`config.mk`:
```
export PLATFORM = sky130hd
export DESIGN_NAME = html_char_reference_decoder
export DESIGN_NICKNAME = d
export VERILOG_FILES = /design/src/design/hcrd_pkg.sv /design/src/design/hcrd_front.sv /design/src/design/hcrd_job_fifo.sv /design/src/design/hcrd_back.sv /design/src/design/html_char_reference_decoder.sv
export SDC_FILE = /design/constraint.sdc
export NUM_CORES = 1
export LEC_CHECK = 0
export BUFFER_PORTS_ARGS = -buffer_cell sky130_fd_sc_hd__buf_2
export CORE_MARGIN = 5
export CORE_UTILIZATION = 39
export CTS_CLUSTER_SIZE = 40
export DETAILED_ROUTE_END_ITERATION = 10
export SLEW_MARGIN = 5
export SYNTH_ARGS = -nofsm -noshare
export SYNTH_HDL_FRONTEND = slang
export SYNTH_SLANG_ARGS = --single-unit
```
`constraint.sdc`:
```
create_clock -name clock -period 18 [get_ports clock]
set_input_delay 2.7 -clock clock [delete_from_list [all_inputs] [get_ports clock]]
set_output_delay 2.7 -clock clock [all_outputs]
set_load 0.005 [all_outputs]
```
`src/design/hcrd_pkg.sv`:
```
package hcrd_pkg;

   localparam int MAX_REF_LEN = 12;
   localparam int CNT_W       = $clog2(MAX_REF_LEN + 1);
   localparam int IDX_W       = $clog2(MAX_REF_LEN);
   localparam int SEQ_W       = $clog2(MAX_REF_LEN + 4);
   localparam int JOB_DEPTH   = 2;
   localparam int NAME_COUNT  = 7;

   localparam logic [7:0] CHAR_AMP     = 8'h26;
   localparam logic [7:0] CHAR_HASH    = 8'h23;
   localparam logic [7:0] CHAR_SEMI    = 8'h3B;
   localparam logic [7:0] CHAR_LOWER_X = 8'h78;
   localparam logic [7:0] CHAR_0       = 8'h30;
   localparam logic [7:0] CHAR_9       = 8'h39;
   localparam logic [7:0] CHAR_UPPER_A = 8'h41;
   localparam logic [7:0] CHAR_UPPER_F = 8'h46;
   localparam logic [7:0] CHAR_LOWER_A = 8'h61;
   localparam logic [7:0] CHAR_LOWER_F = 8'h66;

   localparam logic [31:0] UTF8_ONE_MAX   = 32'h0000_007F;
   localparam logic [31:0] UTF8_TWO_MAX   = 32'h0000_07FF;
   localparam logic [31:0] UTF8_THREE_MAX = 32'h0000_FFFF;

   // nbsp, copy, quot, apos, amp, lt, gt (length counts the ';')
   localparam logic [2:0] NAME_LEN [NAME_COUNT] = '{3'd5, 3'd5, 3'd5, 3'd5, 3'd4, 3'd3, 3'd3};
   localparam logic [7:0] NAME_VALUE [NAME_COUNT] =
      '{8'hA0, 8'hA9, 8'h22, 8'h27, 8'h26, 8'h3C, 8'h3E};

   typedef enum logic [2:0] {
      MODE_IDLE,
      MODE_AMP,
      MODE_HASH,
      MODE_DEC,
      MODE_HEX,
      MODE_NAME
   } mode_type;

   typedef struct packed {
      logic [7:0] text_byte;
      logic       end_of_text;
   } req_type;

   typedef struct packed {
      logic [7:0] out_byte;
      logic       no_byte;
      logic       run_last;
      logic       text_done;
   } rsp_type;

   typedef struct packed {
      logic [2:0][7:0] bytes;
      logic [1:0]      count;
   } utf8_type;

   // One job: the held reference bytes to replay, then up to three tail bytes.
   typedef struct packed {
      logic [MAX_REF_LEN-1:0][7:0] held_bytes;
      logic [CNT_W-1:0]            held_count;
      logic [2:0][7:0]             tail_bytes;
      logic [1:0]                  tail_count;
      logic                        end_mark;
   } job_type;

   function automatic logic [7:0] name_char(input logic [2:0] idx, input logic [2:0] pos);
      logic [47:0] row;
      logic [47:0] row_sh;
      case (idx)
         3'd0:    row = "nbsp; ";
         3'd1:    row = "copy; ";
         3'd2:    row = "quot; ";
         3'd3:    row = "apos; ";
         3'd4:    row = "amp;  ";
         3'd5:    row = "lt;   ";
         3'd6:    row = "gt;   ";
         default: row = '0;
      endcase
      row_sh = row << (8 * pos);
      return row_sh[47:40];
   endfunction

   function automatic utf8_type utf8_encode(input logic [31:0] value);
      utf8_type r;
      r = '0;
      if (value != '0 && value <= UTF8_ONE_MAX) begin
         r.bytes[0] = value[7:0];
         r.count    = 2'd1;
      end else if (value > UTF8_ONE_MAX && value <= UTF8_TWO_MAX) begin
         r.bytes[0] = {3'b110, value[10:6]};
         r.bytes[1] = {2'b10, value[5:0]};
         r.count    = 2'd2;
      end else if (value > UTF8_TWO_MAX && value <= UTF8_THREE_MAX) begin
         r.bytes[0] = {4'b1110, value[15:12]};
         r.bytes[1] = {2'b10, value[11:6]};
         r.bytes[2] = {2'b10, value[5:0]};
         r.count    = 2'd3;
      end
      return r;
   endfunction

endpackage

```
`src/design/hcrd_front.sv`:
```
module hcrd_front (
   input  logic              clock,
   input  logic              reset,
   input  logic              req_push,
   output logic              req_full,
   input  hcrd_pkg::req_type req_data,
   input  logic              job_full,
   output logic              job_push,
   output hcrd_pkg::job_type job_data
);

   hcrd_pkg::mode_type                 mode_ff, mode_in;
   logic [hcrd_pkg::CNT_W-1:0]         count_ff, count_in;
   logic [31:0]                        code_ff, code_in;
   logic [hcrd_pkg::NAME_COUNT-1:0]    cand_ff, cand_in;
   logic [hcrd_pkg::MAX_REF_LEN-1:0][7:0] held_ff, held_in;

   logic                               accept;
   logic [7:0]                         b;
   logic                               eot;
   logic                               ovf;
   hcrd_pkg::mode_type                 eff_mode;
   logic [hcrd_pkg::CNT_W-1:0]         p_full;
   logic [2:0]                         p;
   logic [hcrd_pkg::NAME_COUNT-1:0]    mask, hit, done_hit;
   logic [7:0]                         name_val;
   logic                               is_dig, hex_ok;
   logic [3:0]                         hex_val;
   logic [31:0]                        dec_next, hex_next;
   logic                               act_append, act_fail, act_fin, idle_path;
   logic                               act_amp, act_lit;
   logic [31:0]                        fin_val;
   hcrd_pkg::mode_type                 app_mode;
   logic [31:0]                        app_code;
   logic [hcrd_pkg::NAME_COUNT-1:0]    app_cand;
   hcrd_pkg::utf8_type                 utf;

   assign accept   = req_push && !job_full;
   assign req_full = job_full;
   assign b        = req_data.text_byte;
   assign eot      = req_data.end_of_text;

   // name matching against the candidates still alive
   always_comb begin
      ovf      = (mode_ff != hcrd_pkg::MODE_IDLE) &&
                 (count_ff >= hcrd_pkg::CNT_W'(hcrd_pkg::MAX_REF_LEN));
      eff_mode = ovf ? hcrd_pkg::MODE_IDLE : mode_ff;
      p_full   = count_ff - 1'b1;
      p        = p_full[2:0];
      mask     = (eff_mode == hcrd_pkg::MODE_AMP) ? '1 : cand_ff;
      hit      = '0;
      done_hit = '0;
      for (int i = 0; i < hcrd_pkg::NAME_COUNT; i++) begin
         hit[i] = mask[i] &&
                  (p_full < hcrd_pkg::CNT_W'(hcrd_pkg::NAME_LEN[i])) &&
                  (hcrd_pkg::name_char(3'(i), p) == b);
         done_hit[i] = hit[i] &&
                       (p_full + 1'b1 == hcrd_pkg::CNT_W'(hcrd_pkg::NAME_LEN[i]));
      end
      name_val = '0;
      for (int i = hcrd_pkg::NAME_COUNT - 1; i >= 0; i--) begin
         if (done_hit[i]) begin
            name_val = hcrd_pkg::NAME_VALUE[i];
         end
      end
   end

   always_comb begin
      is_dig  = b inside {[hcrd_pkg::CHAR_0:hcrd_pkg::CHAR_9]};
      hex_ok  = 1'b1;
      hex_val = b[3:0];
      if (is_dig) begin
         hex_val = b[3:0];
      end else if (b inside {[hcrd_pkg::CHAR_UPPER_A:hcrd_pkg::CHAR_UPPER_F],
                             [hcrd_pkg::CHAR_LOWER_A:hcrd_pkg::CHAR_LOWER_F]}) begin
         hex_val = b[3:0] + 4'd9;
      end else begin
         hex_ok = 1'b0;
      end
      dec_next = (code_ff << 3) + (code_ff << 1) + 32'(b[3:0]);
      hex_next = {code_ff[27:0], hex_val};
   end

   always_comb begin
      act_append = 1'b0;
      act_fail   = 1'b0;
      act_fin    = 1'b0;
      idle_path  = 1'b0;
      fin_val    = '0;
      app_mode   = mode_ff;
      app_code   = code_ff;
      app_cand   = cand_ff;
      case (eff_mode)
         hcrd_pkg::MODE_AMP, hcrd_pkg::MODE_NAME: begin
            if (eff_mode == hcrd_pkg::MODE_AMP && b == hcrd_pkg::CHAR_HASH) begin
               act_append = 1'b1;
               app_mode   = hcrd_pkg::MODE_HASH;
            end else if (|done_hit) begin
               act_fin = 1'b1;
               fin_val = 32'(name_val);
            end else if (hit == '0) begin
               act_fail = 1'b1;
            end else begin
               act_append = 1'b1;
               app_mode   = hcrd_pkg::MODE_NAME;
               app_cand   = hit;
            end
         end
         hcrd_pkg::MODE_HASH: begin
            if (b == hcrd_pkg::CHAR_LOWER_X) begin
               act_append = 1'b1;
               app_mode   = hcrd_pkg::MODE_HEX;
            end else if (is_dig) begin
               act_append = 1'b1;
               app_mode   = hcrd_pkg::MODE_DEC;
               app_code   = 32'(b[3:0]);
            end else if (b == hcrd_pkg::CHAR_SEMI) begin
               act_fin = 1'b1;
            end else begin
               act_fail = 1'b1;
            end
         end
         hcrd_pkg::MODE_DEC: begin
            if (is_dig) begin
               act_append = 1'b1;
               app_code   = dec_next;
            end else if (b == hcrd_pkg::CHAR_SEMI) begin
               act_fin = 1'b1;
               fin_val = code_ff;
            end else begin
               act_fail = 1'b1;
            end
         end
         hcrd_pkg::MODE_HEX: begin
            if (hex_ok) begin
               act_append = 1'b1;
               app_code   = hex_next;
            end else if (b == hcrd_pkg::CHAR_SEMI) begin
               act_fin = 1'b1;
               fin_val = code_ff;
            end else begin
               act_fail = 1'b1;
            end
         end
         default: idle_path = 1'b1;
      endcase
   end

   assign act_amp = (idle_path || act_fail) && (b == hcrd_pkg::CHAR_AMP);
   assign act_lit = (idle_path || act_fail) && (b != hcrd_pkg::CHAR_AMP);
   assign utf     = hcrd_pkg::utf8_encode(fin_val);

   // replayed bytes always come from the buffer as it stood before this beat
   always_comb begin
      job_data            = '0;
      job_data.held_bytes = held_ff;
      job_data.end_mark   = eot;
      if (ovf || act_fail || (eot && act_append)) begin
         job_data.held_count = count_ff;
      end
      if (act_fin) begin
         job_data.tail_bytes = utf.bytes;
         job_data.tail_count = utf.count;
      end else if (act_lit || (eot && (act_append || act_amp))) begin
         job_data.tail_bytes[0] = b;
         job_data.tail_count    = 2'd1;
      end
      job_push = accept &&
                 (job_data.held_count != '0 || job_data.tail_count != '0 || eot);
   end

   always_comb begin
      mode_in  = mode_ff;
      count_in = count_ff;
      code_in  = code_ff;
      cand_in  = cand_ff;
      held_in  = held_ff;
      if (accept) begin
         if (act_amp) begin
            held_in[0] = b;
         end else if (act_append) begin
            held_in[count_ff[hcrd_pkg::IDX_W-1:0]] = b;
         end
         if (eot || !(act_append || act_amp)) begin
            mode_in  = hcrd_pkg::MODE_IDLE;
            count_in = '0;
            code_in  = '0;
            cand_in  = '0;
         end else if (act_amp) begin
            mode_in  = hcrd_pkg::MODE_AMP;
            count_in = hcrd_pkg::CNT_W'(1);
            code_in  = '0;
            cand_in  = '0;
         end else begin
            mode_in  = app_mode;
            count_in = count_ff + 1'b1;
            code_in  = app_code;
            cand_in  = app_cand;
         end
      end
   end

   always_ff @(posedge clock) begin
      if (reset) begin
         mode_ff  <= hcrd_pkg::MODE_IDLE;
         count_ff <= '0;
         code_ff  <= '0;
         cand_ff  <= '0;
      end else begin
         mode_ff  <= mode_in;
         count_ff <= count_in;
         code_ff  <= code_in;
         cand_ff  <= cand_in;
      end
   end

   always_ff @(posedge clock) begin
      held_ff <= held_in;
   end

endmodule

```
`src/design/hcrd_job_fifo.sv`:
```
module hcrd_job_fifo (
   input  logic              clock,
   input  logic              reset,
   input  logic              push,
   input  hcrd_pkg::job_type push_data,
   output logic              full,
   input  logic              pop,
   output hcrd_pkg::job_type head,
   output logic              empty
);

   localparam int PTR_W = $clog2(hcrd_pkg::JOB_DEPTH);
   localparam int FILL_W = $clog2(hcrd_pkg::JOB_DEPTH + 1);

   hcrd_pkg::job_type  entries_ff [hcrd_pkg::JOB_DEPTH];
   logic [PTR_W-1:0]   wr_ptr_ff, wr_ptr_in;
   logic [PTR_W-1:0]   rd_ptr_ff, rd_ptr_in;
   logic [FILL_W-1:0]  fill_ff, fill_in;
   logic               do_push, do_pop;

   assign full    = (fill_ff == FILL_W'(hcrd_pkg::JOB_DEPTH));
   assign empty   = (fill_ff == '0);
   assign do_push = push && !full;
   assign do_pop  = pop && !empty;
   assign head    = entries_ff[rd_ptr_ff];

   always_comb begin
      wr_ptr_in = wr_ptr_ff;
      rd_ptr_in = rd_ptr_ff;
      fill_in   = fill_ff;
      if (do_push) begin
         wr_ptr_in = (wr_ptr_ff == PTR_W'(hcrd_pkg::JOB_DEPTH - 1)) ? '0 : wr_ptr_ff + 1'b1;
      end
      if (do_pop) begin
         rd_ptr_in = (rd_ptr_ff == PTR_W'(hcrd_pkg::JOB_DEPTH - 1)) ? '0 : rd_ptr_ff + 1'b1;
      end
      if (do_push && !do_pop) begin
         fill_in = fill_ff + 1'b1;
      end else if (do_pop && !do_push) begin
         fill_in = fill_ff - 1'b1;
      end
   end

   always_ff @(posedge clock) begin
      if (reset) begin
         wr_ptr_ff <= '0;
         rd_ptr_ff <= '0;
         fill_ff   <= '0;
      end else begin
         wr_ptr_ff <= wr_ptr_in;
         rd_ptr_ff <= rd_ptr_in;
         fill_ff   <= fill_in;
      end
   end

   always_ff @(posedge clock) begin
      if (do_push) begin
         entries_ff[wr_ptr_ff] <= push_data;
      end
   end

endmodule

```
`src/design/hcrd_back.sv`:
```
module hcrd_back (
   input  logic              clock,
   input  logic              reset,
   input  hcrd_pkg::job_type job,
   input  logic              job_empty,
   output logic              job_pop,
   output logic              rsp_empty,
   input  logic              rsp_pop,
   output hcrd_pkg::rsp_type rsp_data
);

   logic [hcrd_pkg::SEQ_W-1:0] idx_ff, idx_in;
   logic                       valid_ff, valid_in;
   hcrd_pkg::rsp_type          out_ff, out_in;

   logic [hcrd_pkg::SEQ_W-1:0] held_n, total, last_idx, tail_pos;
   logic                       empty_job, is_last, advance;
   logic [7:0]                 byte_sel;

   always_comb begin
      held_n    = hcrd_pkg::SEQ_W'(job.held_count);
      total     = held_n + hcrd_pkg::SEQ_W'(job.tail_count);
      empty_job = (total == '0);
      last_idx  = empty_job ? '0 : total - 1'b1;
      is_last   = (idx_ff == last_idx);
      advance   = !job_empty && (!valid_ff || rsp_pop);
      job_pop   = advance && is_last;
      tail_pos  = idx_ff - held_n;
      byte_sel  = '0;
      if (idx_ff < held_n) begin
         byte_sel = job.held_bytes[idx_ff[hcrd_pkg::IDX_W-1:0]];
      end else begin
         case (tail_pos[1:0])
            2'd0:    byte_sel = job.tail_bytes[0];
            2'd1:    byte_sel = job.tail_bytes[1];
            2'd2:    byte_sel = job.tail_bytes[2];
            default: byte_sel = '0;
         endcase
      end
      if (empty_job) begin
         byte_sel = '0;
      end
   end

   always_comb begin
      idx_in   = idx_ff;
      valid_in = valid_ff;
      out_in   = out_ff;
      if (advance) begin
         idx_in           = is_last ? '0 : idx_ff + 1'b1;
         valid_in         = 1'b1;
         out_in.out_byte  = byte_sel;
         out_in.no_byte   = empty_job;
         out_in.run_last  = is_last;
         out_in.text_done = is_last && job.end_mark;
      end else if (rsp_pop) begin
         valid_in = 1'b0;
      end
   end

   always_ff @(posedge clock) begin
      if (reset) begin
         idx_ff   <= '0;
         valid_ff <= 1'b0;
      end else begin
         idx_ff   <= idx_in;
         valid_ff <= valid_in;
      end
   end

   always_ff @(posedge clock) begin
      out_ff <= out_in;
   end

   assign rsp_empty = !valid_ff;
   assign rsp_data  = out_ff;

endmodule

```
`src/design/html_char_reference_decoder.sv`:
```
// Channel   Ports                                  Beat taken when
// input     req_push, req_full, req_data           req_push && !req_full
// result    rsp_empty, rsp_pop, rsp_data           rsp_pop && !rsp_empty
//
// The front end takes one byte a cycle while req_full is low and updates the reference
// scanner in that cycle. Each byte that yields output becomes a job in a two-entry
// queue; the back end emits one result a cycle unless a held result waits for rsp_pop.
// A flush of a long or failed reference (up to MAX_REF_LEN + 1 results) stalls input
// once the queue fills. Synchronous reset clears control; no clearing pass.
module html_char_reference_decoder (
   input  logic              clock,
   input  logic              reset,
   input  logic              req_push,
   output logic              req_full,
   input  hcrd_pkg::req_type req_data,
   output logic              rsp_empty,
   input  logic              rsp_pop,
   output hcrd_pkg::rsp_type rsp_data
);

   hcrd_pkg::job_type push_job, head_job;
   logic              job_push, job_full, job_pop, job_empty;

   hcrd_front u_front (
      .clock    (clock),
      .reset    (reset),
      .req_push (req_push),
      .req_full (req_full),
      .req_data (req_data),
      .job_full (job_full),
      .job_push (job_push),
      .job_data (push_job)
   );

   hcrd_job_fifo u_fifo (
      .clock     (clock),
      .reset     (reset),
      .push      (job_push),
      .push_data (push_job),
      .full      (job_full),
      .pop       (job_pop),
      .head      (head_job),
      .empty     (job_empty)
   );

   hcrd_back u_back (
      .clock     (clock),
      .reset     (reset),
      .job       (head_job),
      .job_empty (job_empty),
      .job_pop   (job_pop),
      .rsp_empty (rsp_empty),
      .rsp_pop   (rsp_pop),
      .rsp_data  (rsp_data)
   );

endmodule

```
# Word-level counts from Yosys, hierarchy flattened
# Memory sizes are Yosys's and may differ from the RTL's. A register that Yosys moved wholly into a read port is not among the register bits.
# Cells that the tools add are included.
dict set report op_classes {
  add_sub_neg 14
  n_lt_le_gt_ge 19
  n_eq_ne 34
  shifts 7
  muxes 95
  bitwise_logic 1
  reduce_logical 81
}
# operator n
set ops {}
lappend ops {{47-bit by 6-bit << shifter with 48-bit output (first input constant)} 7}
lappend ops {{32-bit two-way mux} 10}
lappend ops {{32-bit case mux with 3 select lines} 2}
lappend ops {{8-bit two-way mux} 13}
lappend ops {{96-bit bitwise mux} 1}
lappend ops {{8-bit equality test} 7}
lappend ops {{7-bit two-way mux} 7}
lappend ops {{1-bit logical AND} 43}
lappend ops {{32-bit adder} 1}
lappend ops {{32-bit by 4-bit adder with 32-bit output} 1}
lappend ops {{8-bit binary-select mux with 4-bit select} 1}
lappend ops {{8-bit demux with 4-bit select} 1}
lappend ops {{32-bit by 11-bit greater-than comparator with 1-bit output (second input constant)} 1}
lappend ops {{32-bit by 7-bit greater-than comparator with 1-bit output (second input constant)} 1}
lappend ops {{32-bit by 11-bit less-or-equal comparator with 1-bit output (second input constant)} 1}
lappend ops {{32-bit by 16-bit less-or-equal comparator with 1-bit output (second input constant)} 1}
lappend ops {{32-bit by 7-bit less-or-equal comparator with 1-bit output (second input constant)} 1}
lappend ops {{16-bit two-way mux} 2}
lappend ops {{32-bit nonzero test} 1}
lappend ops {{1-bit two-way mux} 30}
lappend ops {{10-bit two-way mux} 3}
lappend ops {{4-bit two-way mux} 7}
lappend ops {{26-bit two-way mux} 1}
lappend ops {{8-bit by 6-bit equality test with 1-bit output (second input constant)} 3}
lappend ops {{57 further kinds} 105}
dict set report totals {
  reg_bits 162
  ramBits 254
  out_inout_bits 13
  wordCells 277
  mem_count 1
}
# name depth word_bits read_ports rd_ports_with_merged_regs wr line
set mem_list {}
lappend mem_list {u_fifo.entries_ff 2 127 1 1 1 hcrd_job_fifo.sv:15} ;# hcrd_pkg::job_type entries_ff [hcrd_pkg::JOB_DEPTH];

# Logic depth before layout (Yosys ltp)
dict set report depth {
  depth_word 33
  ltp_mapped 21
}

# Modules after synthesis
# Synthesis repeated with hierarchy kept, for this count alone.
dict set report hier_totals {
  cells_unflattened 1522
  area_unflattened_um2 20743.6
}
# module instances cells_each area_each_um2 seq_area_each_um2
set by_module_without_submodules {}
lappend by_module_without_submodules {hcrd_job_fifo 1 420 9489.1 7727.4}
lappend by_module_without_submodules {hcrd_front 1 907 9202.6 3803.6}
lappend by_module_without_submodules {hcrd_back 1 195 2052.0 430.4}

# Least setup slack after synthesis
# No wires, ideal clock.
dict set report synth_timing {
  path_type {input to register}
  startpoint {in req_data[7] (netlist bit)}
  endpoint {mem u_fifo.entries_ff[1][0] (netlist bit), enable pin}
  setup_time_ns 0.498
  arrival_time_ns 8.072
  t_required_ns 17.502
  setup_slack_ns 9.430
  cell_stages 12
  n_path_buf 2
  cell_sequence {buf_2 > nor4b_1 > a311o_1 > nand3_1 > or4b_1 > and3b_4 > and2_4 > o311a_1 > or2_1 > buf_6 > a41oi_2 > and2_1}
}
dict set report synth_between {
  elab_chain_cells 26
}
# item line
set synth_lines {}
lappend synth_lines {{start, declared} html_char_reference_decoder.sv:15} ;# input hcrd_pkg::req_type req_data,
lappend synth_lines {{8-bit equality test} hcrd_front.sv:56} ;# (hcrd_pkg::name_char(3'(i), p) == b);
lappend synth_lines {{1-bit logical AND} hcrd_front.sv:55} ;# (p_full < hcrd_pkg::CNT_W'(hcrd_pkg::NAME_LEN[i])) &&
lappend synth_lines {{1-bit logical AND} hcrd_front.sv:57} ;# done_hit[i] = hit[i] &&
lappend synth_lines {{6-bit two-way mux} hcrd_front.sv:62} ;# if (done_hit[i]) begin
lappend synth_lines {{8-bit two-way mux (6 in series)} hcrd_front.sv:62}
lappend synth_lines {{8-bit two-way mux} hcrd_front.sv:98} ;# end else if (|done_hit) begin
lappend synth_lines {{32-bit two-way mux} hcrd_front.sv:95} ;# if (eff_mode == hcrd_pkg::MODE_AMP && b == hcrd_pkg::CHAR_HASH) begin
lappend synth_lines {{32-bit case mux with 3 select lines} hcrd_front.sv:93} ;# case (eff_mode)
lappend synth_lines {{(+5 left out)} -}
lappend synth_lines {{10-bit two-way mux} hcrd_front.sv:161} ;# if (act_fin) begin
lappend synth_lines {{2-bit nonzero test} hcrd_front.sv:169} ;# (job_data.held_count != '0 || job_data.tail_count != '0 || eot);
lappend synth_lines {{1-bit logical OR (*) (2 in series)} hcrd_front.sv:169}
lappend synth_lines {{1-bit logical AND (*)} hcrd_front.sv:168} ;# job_push = accept &&
lappend synth_lines {{1-bit logical AND (*)} hcrd_job_fifo.sv:23} ;# assign do_push = push && !full;
lappend synth_lines {{named net u_fifo.do_push} hcrd_job_fifo.sv:19} ;# logic do_push, do_pop;
lappend synth_lines {{1-bit two-way mux (*)} hcrd_job_fifo.sv:57} ;# if (do_push) begin
lappend synth_lines {{1-bit two-way mux (implied by the code) (*)} hcrd_job_fifo.sv:58} ;# entries_ff[wr_ptr_ff] <= push_data;
lappend synth_lines {{end, declared} hcrd_job_fifo.sv:15}
# The timed path passes the listed nets; every way through them passes the cells marked *.

# Worst setup path in the final report
dict set report layout_timing {
  startpoint {in req_data[1] (netlist bit)}
  endpoint {mem u_fifo.entries_ff[0][53] (netlist bit), enable pin}
}
# Same word-level chain as after synthesis.

==> run metrics <==
CP arrival just under 8000 ps; postcts setup bufs 0; Largest stage delay, worst path about 920 ps; Worst Setup SP req_data[1]; top achievable clock speed 131 MHz; cell count after synthesis about 1400; crit path kind primary input to register; Yosys top cell area share 54.1%; Post-route DRC 0; core area between 50000 and 60000 µm²; Peak VDD IR 0.0735 mV; Post-CTS Hold Buffers 0; CTS Buf Count 43; RePlAce Congestion about 0.93; fin crit period roughly 7600 ps; clock transition at the registers of the reported paths about 60 ps; Die Ht approximately 230 µm; Via Count roughly 12000; Die W 235 µm; DRT Wirelength around 47000 µm; Hold Vio Cnt, Final 0; vias in the first global route between 10000 and 15000; reg2reg end u_fifo.entries_ff[0][53]; initial core utilization between 30 and 40%; Seq cells post-synth approximately 400; CTS root buffer clkbuf_16; sw frac between 20% and 30%; Hold Path Class register to register; Slew @ Worst Pin ~1300 ps; initial antenna violation count 0; Setup Skew around 27 ps; Synth warnings 0; startpoint types primary input; final setup fails 0; first-pass GRT wire length 72300 µm; Clock Latency Late Sink 580 ps; Seq/Total Area, Yosys 59.8%; CTS Sinks between 400 and 500; Clock power frac 32.4%; drt first-iter violations 1056; share of cells above drive strength 1 a little over an eighth; GR Util All Layers between 10% and 20%; delay-heaviest family, CP simple AND/OR/NAND/NOR gates; DRT Pass-1 Iters 5; EDFF count, synth ~360; R2R depth 16; fin. max-slew vios 0; Synth area leaders edfxtp_1 (54%), mux4_2 (6.5%), dfxtp_1 (5.7%); PD cells around 120 nW/µm²; logic gate share of total power 22.5%; Async SR Flop Fraction 0%; Critical Path End u_fifo.entries_ff[0][53]; Flop pwr share 45.2%; syn avg cell area between 10 and 15 µm²; crit path max fanout a little under 80; Rel. slew slack roughly an eighth; FF-to-FF Start u_front.count_ff[1]; leakage power about 7.5 nW; ys flop type edfxtp_1; Switch Pwr about 0.76 mW; WP buf/inv 3; nets ~1500; status finished clean; setup TNS 0 ps; CP Cell Sequence buf_2, inv_1, xnor2_1, o41ai_1, nand3_1, and3b_4, and2_4, o311a_1, or2_1, a41oi_2, and2b_4, buf_4; htree depth 2; cell taking the most area after synthesis edfxtp_1; Crit-path slowest cell buf_4; Clock Path Buffers 3; largest net degree at the start of global routing 78; fin util between 40 and 50%; Post-synth top cells edfxtp_1 (355), a21oi_1 (86), nand2_1 (81); CTS resizes 0; Req. time, crit path 18180 ps; gr ovfl total 0; layout overhead on the synthesized area 10.8%; FP Rows between 80 and 90; CP endpoint kind register; top-count cell post-synth edfxtp_1; die area 55100 µm²; HPWL Detailed a little over 30000 µm; R2R setup slack 10660 ps; Synthesized Nets 1533; DR vias/cell around 5.7; ant diodes 0; filler cell count 4582; Final Cycle Share between 40% and 50%; RSZ-0062 raised after global routing false; Cell variety after synth 101; post-route antenna net violation count 0; Stages on worst setup path 12; max cap viols 0; wire per inst 21.8 µm; I/O Pins 26; TritonCTS clock tree done; Power Internal around 1.9 mW; synthesized area roughly 20000 µm²; PortBufs 25
-- per-layer routing --
layer  GRT usage [%]  share of wire [%]  vias up  routed length, µm
li1                -                  -     5649                  -
met1            23.4                 45     6168              21200
met2            26.8                 47      310              22200
met3            2.58                5.0       62               2350
met4            4.62                2.1        0                998
met5               0                  0        -                  0
-- sequential cells by signal (all words and copies together), names as in the netlist, named ones only --
name	count
u_back.rsp_data	11
u_front.cand_ff	7
u_front.code_ff	32
u_front.mode_ff	3
u_fifo.wr_ptr_ff	1
u_back.valid_ff	1
u_back.idx_ff	4
u_front.count_ff	4
u_fifo.rd_ptr_ff	1
u_fifo.fill_ff	2
u_fifo.entries_ff	248
u_front.job_data	96
-- cells in the final DEF (no fill, tap or decap), types with 28 or more instances in the layout --
cell / synthesis / final
xnor2_1: 30 / 30
nand2_1: 81 / 81
edfxtp_1: 355 / 355
inv_1: 28 / 28
mux4_2: 57 / 57
ha_1: 79 / 79
a21oi_1: 86 / 85
nor2_1: 78 / 78
clkbuf_16: 0 / 44
o21ai_0: 46 / 46
dfxtp_1: 56 / 54
-- how the worst min path moves through the flow --
| stage | startpoint | slack [ps] | cells past startpoint | to |
|---|---|---|---|---|
| final | u_front.job_data[107] | 430 | 0 | u_fifo.entries_ff[0][107] |
| after detailed placement | u_front.job_data[98] | 430 | 0 | u_fifo.entries_ff[1][98] |
| after CTS | u_front.job_data[107] | 440 | 0 | u_fifo.entries_ff[0][107] |
| after global routing | u_front.job_data[102] | 450 | 0 | u_fifo.entries_ff[0][102] |
| after floorplan | u_front.job_data[100] | 420 | 0 | u_fifo.entries_ff[0][100] |
| after global placement | u_front.job_data[75] | 420 | 0 | u_fifo.entries_ff[1][75] |
-- final cells by class --
cell class	instances	area [µm²]	share of cell area, %
clock buffer	56	1190	5.44
clock inverter	18	200	0.918
inverter	31	116	0.533
multi-input combinational	922	7490	34.4
sequential	411	11800	54.0
tap	672	841	3.85
timing repair buffer	34	193	0.883
-- kinds of logic after synthesis --
group	synth area share (%)
multiplexers	8.54
AND/OR/NAND/NOR	10.4
XOR/XNOR	2.18
AO/OA/AOI/OAI	11.4
buffers and inverters	2.27
flip-flops	59.8
adder cells (fa/ha/maj)	5.42
-- power groups by stage --
stage               clock network (mW)  registers, mW  logic [mW]
global route                     0.932           1.23       0.664
finish                           0.873           1.22       0.606
detailed placement                   0           1.24       0.616
CTS                              0.894           1.22       0.620
global placement                     0           1.23       0.607
floorplan                            0           1.23       0.451
-- stage by stage --
stage | area, µm² | hold slack (ps) | power [mW] | worst slack [ps] | std cells
floorplan | 19700 | 421 | 1.68 | 9430 | 1437
detailed placement | 20400 | 429 | 1.86 | 9860 | 2070
finish | 21800 | 434 | 2.70 | 10350 | 2144
CTS | 21800 | 439 | 2.74 | 10460 | 2144
global route | 21800 | 450 | 2.83 | 10060 | 2144
global placement | 20400 | 422 | 1.84 | 9960 | 2070
(Power assumes the default switching activity.)
